File: config.mk
export PLATFORM = sky130hd
export DESIGN_NAME = mrt_record_deframer_with_resync
export DESIGN_NICKNAME = d
export VERILOG_FILES = /design/src/rtl/mrtdfr_pkg.sv /design/src/rtl/mrtdfr_core.sv /design/src/rtl/mrtdfr_obuf.sv /design/src/rtl/mrt_record_deframer_with_resync.sv
export SDC_FILE = /design/constraint.sdc
export NUM_CORES = 1
export LEC_CHECK = 0
export BUFFER_PORTS_ARGS = -buffer_cell sky130_fd_sc_hd__buf_2
export CELL_PAD_IN_SITES_DETAIL_PLACEMENT = 2
export CELL_PAD_IN_SITES_GLOBAL_PLACEMENT = 2
export CORE_UTILIZATION = 41
export DETAILED_ROUTE_END_ITERATION = 8
export GPL_TIMING_DRIVEN = 0
export PLACE_DENSITY_LB_ADDON = 0.1
export SYNTH_ARGS = -nofsm -noshare
export SYNTH_HDL_FRONTEND = slang
export SYNTH_SLANG_ARGS = --single-unit
export TNS_END_PERCENT = 100
File: constraint.sdc
create_clock -name clk -period 27 [get_ports clk]
set_clock_uncertainty 0.2 [all_clocks]
set_input_delay 1.35 -clock clk [delete_from_list [all_inputs] [get_ports clk]]
set_output_delay 1.35 -clock clk [all_outputs]
set_load 0.03 [all_outputs]
File: src/rtl/mrtdfr_pkg.sv
`default_nettype none

package mrtdfr_pkg;

  localparam logic [7:0]  MARKER_BYTE     = 8'hFF;
  localparam logic [3:0]  MARKER_RUN_LAST = 4'd15;
  localparam logic [15:0] MARKER_OVERHEAD = 16'd18;
  localparam logic [3:0]  HDR_LAST        = 4'd11;
  localparam logic [31:0] MAX_LENGTH_RST  = 32'd4096;
  localparam logic [15:0] RECOV_MAX       = 16'hFFFF;

  localparam logic CFG_MIN_LENGTH = 1'b0;
  localparam logic CFG_MAX_LENGTH = 1'b1;

  typedef enum logic [1:0] {
    KIND_ACCEPT  = 2'd0,
    KIND_PAYLOAD = 2'd1,
    KIND_REJECT  = 2'd2,
    KIND_MARKER  = 2'd3
  } kind_t;

  typedef enum logic [4:0] {
    PH_HEADER  = 5'b00001,
    PH_HUNT    = 5'b00010,
    PH_LENGTH  = 5'b00100,
    PH_SKIP    = 5'b01000,
    PH_PAYLOAD = 5'b10000
  } phase_t;

  typedef struct packed {
    kind_t       kind;
    logic [31:0] timestamp;
    logic [15:0] record_type;
    logic [15:0] record_subtype;
    logic [31:0] record_length;
    logic        oversize;
    logic [15:0] recoveries;
    logic [7:0]  payload_byte;
    logic        last_byte;
  } result_t;

endpackage

`default_nettype wire

File: src/rtl/mrtdfr_core.sv
`default_nettype none

module mrtdfr_core (
  input  wire                     clk,
  input  wire                     rst_n,
  input  wire                     step_i,
  input  wire  [7:0]              byte_i,
  input  wire  [31:0]             min_length_i,
  input  wire  [31:0]             max_length_i,
  output logic                    res_valid_o,
  output mrtdfr_pkg::result_t     res_o
);
  import mrtdfr_pkg::*;

  phase_t      phase_r, phase_nxt;
  logic [3:0]  pos_r, pos_nxt;
  logic [31:0] rem_r, rem_nxt;
  logic [15:0] mlen_r, mlen_nxt;
  logic [15:0] rc_r, rc_nxt;
  logic [87:0] hdr_r;

  logic [95:0] hdr_full;
  logic [31:0] hdr_len;
  logic [15:0] ml_full;
  logic [15:0] rc_inc;
  logic        finish;
  logic [15:0] finish_len;

  assign hdr_full = {hdr_r, byte_i};
  assign hdr_len  = hdr_full[31:0];
  assign ml_full  = {mlen_r[15:8], byte_i};
  assign rc_inc   = (rc_r == RECOV_MAX) ? rc_r : rc_r + 16'd1;

  always_comb begin
    phase_nxt   = phase_r;
    pos_nxt     = pos_r;
    rem_nxt     = rem_r;
    mlen_nxt    = mlen_r;
    rc_nxt      = rc_r;
    res_valid_o = 1'b0;
    res_o       = '0;
    finish      = 1'b0;
    finish_len  = mlen_r;
    unique case (phase_r)
      PH_HEADER: begin
        if (pos_r < HDR_LAST) begin
          pos_nxt = pos_r + 4'd1;
        end else begin
          pos_nxt              = 4'd0;
          res_valid_o          = 1'b1;
          res_o.timestamp      = hdr_full[95:64];
          res_o.record_type    = hdr_full[63:48];
          res_o.record_subtype = hdr_full[47:32];
          res_o.record_length  = hdr_len;
          res_o.recoveries     = rc_r;
          if (hdr_len < min_length_i) begin
            res_o.kind = KIND_REJECT;
            phase_nxt  = PH_HUNT;
          end else begin
            res_o.kind     = KIND_ACCEPT;
            res_o.oversize = (hdr_len > max_length_i);
            rc_nxt         = 16'd0;
            rem_nxt        = hdr_len;
            phase_nxt      = (hdr_len != 32'd0) ? PH_PAYLOAD : PH_HEADER;
          end
        end
      end
      PH_HUNT: begin
        if (byte_i != MARKER_BYTE) begin
          pos_nxt = 4'd0;
        end else if (pos_r < MARKER_RUN_LAST) begin
          pos_nxt = pos_r + 4'd1;
        end else begin
          pos_nxt   = 4'd0;
          mlen_nxt  = 16'd0;
          phase_nxt = PH_LENGTH;
        end
      end
      PH_LENGTH: begin
        if (pos_r == 4'd0) begin
          mlen_nxt = {byte_i, 8'd0};
          pos_nxt  = 4'd1;
        end else begin
          mlen_nxt = ml_full;
          pos_nxt  = 4'd0;
          if (ml_full > MARKER_OVERHEAD) begin
            rem_nxt   = {16'd0, ml_full - MARKER_OVERHEAD};
            phase_nxt = PH_SKIP;
          end else begin
            finish     = 1'b1;
            finish_len = ml_full;
          end
        end
      end
      PH_SKIP: begin
        if (rem_r > 32'd1) begin
          rem_nxt = rem_r - 32'd1;
        end else begin
          finish = 1'b1;
        end
      end
      PH_PAYLOAD: begin
        res_valid_o        = 1'b1;
        res_o.kind         = KIND_PAYLOAD;
        res_o.payload_byte = byte_i;
        if (rem_r <= 32'd1) begin
          res_o.last_byte = 1'b1;
          rem_nxt         = 32'd0;
          phase_nxt       = PH_HEADER;
          pos_nxt         = 4'd0;
        end else begin
          rem_nxt = rem_r - 32'd1;
        end
      end
      default: begin
        phase_nxt = PH_HEADER;
        pos_nxt   = 4'd0;
      end
    endcase

    // Closing a marker message counts one recovery and returns to header collection.
    if (finish) begin
      rc_nxt              = rc_inc;
      res_valid_o         = 1'b1;
      res_o.kind          = KIND_MARKER;
      res_o.record_length = {16'd0, finish_len};
      res_o.recoveries    = rc_inc;
      phase_nxt           = PH_HEADER;
      pos_nxt             = 4'd0;
      rem_nxt             = 32'd0;
    end
  end

  always_ff @(posedge clk) begin
    if (!rst_n) begin
      phase_r <= PH_HEADER;
      pos_r   <= 4'd0;
      rem_r   <= 32'd0;
      mlen_r  <= 16'd0;
      rc_r    <= 16'd0;
    end else if (step_i) begin
      phase_r <= phase_nxt;
      pos_r   <= pos_nxt;
      rem_r   <= rem_nxt;
      mlen_r  <= mlen_nxt;
      rc_r    <= rc_nxt;
    end
  end

  // Header bytes shift in oldest first; the twelfth byte is taken straight from the input.
  always_ff @(posedge clk) begin
    if (step_i && phase_r == PH_HEADER) begin
      hdr_r <= {hdr_r[79:0], byte_i};
    end
  end

  a_hdr_pos: assert property (@(posedge clk) disable iff (!rst_n)
    (phase_r == PH_HEADER) |-> (pos_r <= HDR_LAST))
    else $error("header position out of range");

  a_len_pos: assert property (@(posedge clk) disable iff (!rst_n)
    (phase_r == PH_LENGTH) |-> (pos_r <= 4'd1))
    else $error("length position out of range");

  a_rem_live: assert property (@(posedge clk) disable iff (!rst_n)
    (phase_r == PH_SKIP || phase_r == PH_PAYLOAD) |-> (rem_r != 32'd0))
    else $error("skip or payload phase with nothing remaining");

  a_rc_clear: assert property (@(posedge clk) disable iff (!rst_n)
    (step_i && res_valid_o && res_o.kind == KIND_ACCEPT) |=> (rc_r == 16'd0))
    else $error("recovery count not cleared by accepted header");

endmodule

`default_nettype wire

File: src/rtl/mrtdfr_obuf.sv
`default_nettype none

module mrtdfr_obuf (
  input  wire                    clk,
  input  wire                    rst_n,
  input  wire                    load_i,
  input  mrtdfr_pkg::result_t    res_i,
  output logic                   ready_o,
  output logic                   out_valid,
  input  wire                    out_stall,
  output mrtdfr_pkg::result_t    res_o
);
  import mrtdfr_pkg::*;

  logic    valid_r;
  result_t res_r;

  // The register can take a new result when empty or when its transaction completes now.
  assign ready_o   = !valid_r || !out_stall;
  assign out_valid = valid_r;
  assign res_o     = res_r;

  always_ff @(posedge clk) begin
    if (!rst_n) begin
      valid_r <= 1'b0;
    end else if (ready_o) begin
      valid_r <= load_i;
    end
  end

  always_ff @(posedge clk) begin
    if (ready_o && load_i) begin
      res_r <= res_i;
    end
  end

endmodule

`default_nettype wire

File: src/rtl/mrt_record_deframer_with_resync.sv
`default_nettype none

// Channel   Direction  Handshake            Payload
// in        input      in_valid/in_stall    in_data_byte
// out       output     out_valid/out_stall  out_kind .. out_last_byte
// cfg       input      cfg_we               cfg_index, cfg_data
//
// One byte is taken per clock while in_stall is low; the sustained rate is one
// byte per cycle when out_stall stays low. A byte is held in the input
// register, then the state update and result decode run combinationally
// into the output register, from which its result leaves.
// rst_n is synchronous; it returns to header collection with counts cleared.
// in_stall rises only when the input register is full and the output register
// holds a result that out_stall is holding back.

module mrt_record_deframer_with_resync (
  input  wire         clk,
  input  wire         rst_n,
  input  wire         in_valid,
  output logic        in_stall,
  input  wire  [7:0]  in_data_byte,
  output logic        out_valid,
  input  wire         out_stall,
  output logic [1:0]  out_kind,
  output logic [31:0] out_timestamp,
  output logic [15:0] out_record_type,
  output logic [15:0] out_record_subtype,
  output logic [31:0] out_record_length,
  output logic        out_oversize,
  output logic [15:0] out_recoveries,
  output logic [7:0]  out_payload_byte,
  output logic        out_last_byte,
  input  wire         cfg_we,
  input  wire         cfg_index,
  input  wire  [31:0] cfg_data
);
  import mrtdfr_pkg::*;

  logic        s1_valid_r;
  logic [7:0]  s1_byte_r;
  logic [31:0] min_length_r;
  logic [31:0] max_length_r;
  logic        obuf_ready;
  logic        step;
  logic        res_valid;
  result_t     res;
  result_t     out_res;

  assign step     = s1_valid_r && obuf_ready;
  assign in_stall = s1_valid_r && !obuf_ready;

  always_ff @(posedge clk) begin
    if (!rst_n) begin
      s1_valid_r <= 1'b0;
    end else if (!in_stall) begin
      s1_valid_r <= in_valid;
    end
  end

  always_ff @(posedge clk) begin
    if (in_valid && !in_stall) begin
      s1_byte_r <= in_data_byte;
    end
  end

  always_ff @(posedge clk) begin
    if (!rst_n) begin
      min_length_r <= 32'd0;
      max_length_r <= MAX_LENGTH_RST;
    end else if (cfg_we) begin
      unique case (cfg_index)
        CFG_MIN_LENGTH: min_length_r <= cfg_data;
        CFG_MAX_LENGTH: max_length_r <= cfg_data;
        default: ;
      endcase
    end
  end

  mrtdfr_core u_core (
    .clk          (clk),
    .rst_n        (rst_n),
    .step_i       (step),
    .byte_i       (s1_byte_r),
    .min_length_i (min_length_r),
    .max_length_i (max_length_r),
    .res_valid_o  (res_valid),
    .res_o        (res)
  );

  mrtdfr_obuf u_obuf (
    .clk       (clk),
    .rst_n     (rst_n),
    .load_i    (step && res_valid),
    .res_i     (res),
    .ready_o   (obuf_ready),
    .out_valid (out_valid),
    .out_stall (out_stall),
    .res_o     (out_res)
  );

  assign out_kind           = out_res.kind;
  assign out_timestamp      = out_res.timestamp;
  assign out_record_type    = out_res.record_type;
  assign out_record_subtype = out_res.record_subtype;
  assign out_record_length  = out_res.record_length;
  assign out_oversize       = out_res.oversize;
  assign out_recoveries     = out_res.recoveries;
  assign out_payload_byte   = out_res.payload_byte;
  assign out_last_byte      = out_res.last_byte;

endmodule

`default_nettype wire
== Word-level counts from Yosys, hierarchy flattened ==
Index checks and enable logic that the tools add are counted.
Word-level totals
  flip-flop bits (word level): 359
  bits of input ports: 46
  word-level logic and storage cells: 135
Cells by class
  add/subtract/negate cells: 4
  $lt $le $gt $ge: 7
  eq/ne operators: 21
  multiplexer cells: 52
  bitwise logic cells: 2
  reduce and logical (&&, ||, !) cells: 27
Operator list (number)
  2-to-1 mux 32 bit: 7
  2-to-1 mux 16 bit: 10
  case mux 32 bit (4 select lines): 1
  2-to-1 mux 115 bit: 1
  2-to-1 mux 5 bit: 9
  2-to-1 mux 33 bit: 1
  greater-than comparator 32 x 1 -> 1 bit (second input constant): 1
  greater-than comparator 32 bit: 1
  less-or-equal comparator 32 x 1 -> 1 bit (second input constant): 1
  < comparator 32 bit: 1
  case mux 16 bit (2 select lines): 1
  nonzero test 32 bit: 1
  subtractor 32 x 1 -> 32 bit (second input constant): 1
  case mux 5 bit (5 select lines): 1
  2-to-1 mux 8 bit: 3
  2-to-1 mux 4 bit: 5
  case mux 4 bit (5 select lines): 1
  adder 16 x 1 -> 16 bit (second input constant): 1
  equality test 16 bit (second input constant): 1
  greater-than comparator 16 x 5 -> 1 bit (second input constant): 1
  subtractor 16 x 5 -> 16 bit (second input constant): 1
  inequality test 3 x 2 -> 1 bit (second input constant): 5
  inequality test 3 x 1 -> 1 bit (second input constant): 3
  < comparator 4 bit (second input constant): 2
  other kinds (28): 53

== Depth between registers and ports, before layout ==
  depth in word-level cells: 7
  gate-level depth with buffers: 11
  gate-level depth less buffers: 9

== Cells and area by module ==
From an unflattened synthesis, not the netlist that was laid out.
Second synthesis, totals
  cells, all modules: 1516
  area total of the unflattened synthesis: 16589.7 um^2
Modules (own cells, without submodules)
  mrtdfr_core: times used 1, cells an instance 1127, area each 10047.1 um^2, seq. area each 4103.9 um^2
  mrtdfr_obuf: times used 1, cells an instance 129, area each 3764.9 um^2, seq. area each 3743.6 um^2
  mrt_record_deframer_with_resync: times used 1, cells an instance 260, area each 2777.7 um^2, seq. area each 1541.5 um^2

== Worst setup path before layout ==
OpenSTA, ideal clock, no wires.
  path type: reg2reg
  from: register s1_byte_r[7]
  to: register u_obuf.res_r (netlist bit u_obuf.res_o[0]) (enable)
  data arrival time: 8785 ps
  required time: 26117 ps
  slack: 17333 ps
  stages on the path, launching flop included: 8
  path buffers: 2
  period minus slack after synthesis: 9667 ps
  path through: edfxtp_1 > clkbuf_1 > or4_1 > nor3_1 > nand4_1 > and2_1 > clkbuf_1 > a31oi_1
Between the ends
  cells in the longest elaborated chain, start to end: 7
RTL lines
  from (decl): line mrt_record_deframer_with_resync.sv:40  | logic [7:0] s1_byte_r;
  from (signal assigned): line mrt_record_deframer_with_resync.sv:62  | s1_byte_r <= in_data_byte;
  greater-than comparator 16 x 5 -> 1 bit: line mrtdfr_core.sv:86  | if (ml_full > MARKER_OVERHEAD) begin
  2-to-1 mux 1 bit: line mrtdfr_core.sv:86
  2-to-1 mux 1 bit: line mrtdfr_core.sv:80  | if (pos_r == 4'd0) begin
  case mux 1 bit (2 select lines): line mrtdfr_core.sv:44  | unique case (phase_r)
  2-to-1 mux 1 bit: line mrtdfr_core.sv:122  | if (finish) begin
  logical AND 1 bit: line mrt_record_deframer_with_resync.sv:93  | .load_i (step && res_valid),
  logical AND 1 bit: line mrtdfr_obuf.sv:32  | if (ready_o && load_i) begin
  to (signal assigned): line mrtdfr_obuf.sv:33  | res_r <= res_i;
  to (decl): line mrtdfr_obuf.sv:16  | result_t res_r;
No other way between the ends.
A chain may end at the register's enable or synchronous reset.

== Final worst setup path ==
  from: register s1_byte_r[7]
  to: register u_obuf.res_r (netlist bit u_obuf.res_o[50]) (enable)
The elaborated chain is that of the path after synthesis.

==> metrics <==
status finished clean; area of the multi-input gates 6360 µm²; Worst Setup Path Type reg -> reg; crit share post-route approximately 18%; later-pin clock latency in the skew report ~0.59 ns; via count around 14000; Ports around 170; CTS root buf clkbuf_16; CTS buffer count 41; post-synthesis register bit count roughly 360; clock-pin slew on the worst setup and hold paths 0.06 ns; Yosys cell types 69; GPL Wtd Cong around 0.86; core area slightly below 40000 µm²; Post-Syn Nets 1683; Nets roughly 1900; crit path DAT around 4.8 ns; largest net degree at the start of global routing 36; Gate Count Post-Synth about 1600; Reg2Reg Setup Slack between 20 and 25 ns; WHS around 0.25 ns; P_leak 6.91 nW; Die Width ~200 µm; RSZ-0062 raised after global routing no; Slew @ Worst Pin 1.40 ns; wire per inst ~27 µm; slew margin rel. roughly 6.2%; filler cell count about 4000; Max Freq 210 MHz; Worst path most repeated cell buf_12; initial antenna violation count 0; MaxCap Viol Count 0; Critical Path RT roughly 27 ns; Resized cells post-CTS 0; hold crit path type reg -> reg; row count around 70; Register Area 9390 µm²; # Post-CTS Setup Buffers 0; Power per Cell Area between 60 and 70 nW/µm²; Fin Setup TNS 0 ns; Avg Cell Area, Syn between 10 and 15 µm²; slowest cell on the critical path a31oi_4; CTS H-tree depth 2; DRC viols 0; critical path fanouts, max 30; CP Cell Sequence clkbuf_1, or4_1, nor3_1, nand4_1, and2_1, clkbuf_1, a31oi_4, buf_12, buf_12, buf_12; die area between 40000 and 50000 µm²; number of synthesized flops with an enable pin 220; first-pass GRT wire length about 95000 µm; Clock Sinks approximately 360; maximum VDD drop 0.0388 mV; clk buf depth 3; CTS Hold Buffers Added 0; synth-to-layout area growth 18.1%; final WL 62300 µm; max incr delay on CP around 0.75 ns; GRT Overall Usage 30.7%; Slew Viols, Final 0; crit path setup slack, layout between 20 and 25 ns; Setup Viol. Count Final 0; vias in the first global route ~15000; post-synth top area cell edfxtp_1; Seq/Total Area, Yosys 57.3%; drt pass-1 iters 7; vias per inst 5.97; CTS tree built; most frequent cells in the layout edfxtp_1 (220), nand2_1 (219), buf_2 (174), dfxtp_1 (139), a21oi_1 (117); commonest register cell after synthesis edfxtp_1; Ys Warns 0; crit path launch type register; largest cells by area after synthesis edfxtp_1 (40%), dfxtp_1 (17%), ha_1 (5.3%), nand2_1 (5.0%), a21oi_1 (3.6%); final hold vios 0; asr flop ratio synth 0%; 1st-iter DRT viols 910; end-of-flow core utilization roughly half; ANT cells 0; pre-CTS setup slack roughly 22 ns; layout cells sized above 1 ~14%; die height between 200 and 250 µm; port buffer count around 170; Final HPWL DP 44600 µm; crit end category register; Routed Antenna Nets 0; Initial Util about two fifths; fin crit period approximately 4.8 ns; GR Overflow Total 0; most common cell after layout, fill and taps aside edfxtp_1; synthesized area approximately 16000 µm²; share of the synthesized area in the top cell type 40.3%
final cells by class:
| cell class | instances | share of cell area (%) |
|---|---|---|
| flip-flops and latches | 359 | 48.5 |
| clock inverters | 19 | 0.847 |
| clock buffers | 56 | 5.96 |
| multi-input cells | 1037 | 32.9 |
| well taps | 518 | 3.35 |
| repair buffers | 177 | 5.05 |
| inverters | 78 | 1.51 |
| plain buffers | 94 | 1.84 |
routing by layer:
| metal | routed length [µm] | up-vias | global-route usage (%) |
|---|---|---|---|
| met5 | 0 | - | 0 |
| met3 | 3170 | 186 | 6.21 |
| met4 | 2820 | 0 | 13.8 |
| li1 | - | 6232 | - |
| met1 | 24300 | 7073 | 34.8 |
| met2 | 32000 | 460 | 55.5 |
stage by stage:
step / power (mW) / instances / area (µm²)
finish: 1.23 / 2338 / 19300
CTS: 1.23 / 2338 / 19300
global placement: 0.674 / 2257 / 17900
floorplan: 0.647 / 1568 / 16400
detailed placement: 0.680 / 2263 / 18000
global route: 1.26 / 2338 / 19300
cell usage after synthesis, types with 11 or more instances:
library cell    n
xnor2_1        19
clkbuf_1       85
nand2_1       219
a21o_1         12
dfxtp_1       139
nand3_1        23
o211ai_1       26
inv_1          78
o31ai_1        19
edfxtp_1      220
nand4_1        24
a21oi_1       117
ha_1           69
and3_1         89
a22o_1         19
nor4_1         24
nor3_1         35
a22oi_1        24
o21ai_0        62
o311ai_0       11
nor2_1         89
or4_1          13
worst max-delay path: cells and delay by family, from the launching register on:
family	cells	cell delay, ns
compound gates	1	0.75
simple gates	4	1.65
buf+inv	5	1.32
flops	1	0.48
state kept, by name, summed over array words and instances (netlist names):
signal	count
u_core.hdr_r	88
s1_valid_r	1
u_obuf.out_valid	1
u_obuf.res_o	124
u_core.phase_r	5
u_core.mlen_r	16
u_core.rc_r	16
u_core.rem_r	32
max_length_r	32
min_length_r	32
s1_byte_r	8
u_core.pos_r	4
cell families after synthesis:
kind of cell	after synthesis	share of synthesized area, %
and+or+nand+nor	573	17.3
AOI/OAI and AO/OA	361	14.2
DFF	359	57.3
buffers and inverters	172	3.96
adders and majority gates	69	5.27
xor gates and xnor gates	26	1.39
muxes	8	0.519
final timing paths:
check        cells after the start                             end                       start
max                             10  u_obuf.res_o[50]$_SDFFCE_PP0P_      s1_byte_r[7]$_DFFE_PP_
min                              0      u_core.hdr_r[68]$_DFFE_PP_  u_core.hdr_r[60]$_DFFE_PP_
max reg2reg                     10  u_obuf.res_o[50]$_SDFFCE_PP0P_      s1_byte_r[7]$_DFFE_PP_
min reg2reg                      0      u_core.hdr_r[68]$_DFFE_PP_  u_core.hdr_r[60]$_DFFE_PP_
power by group:
group	switching (mW)	total [mW]	internal (mW)	leakage (nW)
clock	0.236	0.555	0.320	0.645
combinational	0.0456	0.0670	0.0214	3.33
sequential	0.0129	0.603	0.590	2.94
total	0.294	1.23	0.931	6.91
Note: power is estimated with default switching activity, not from simulation.
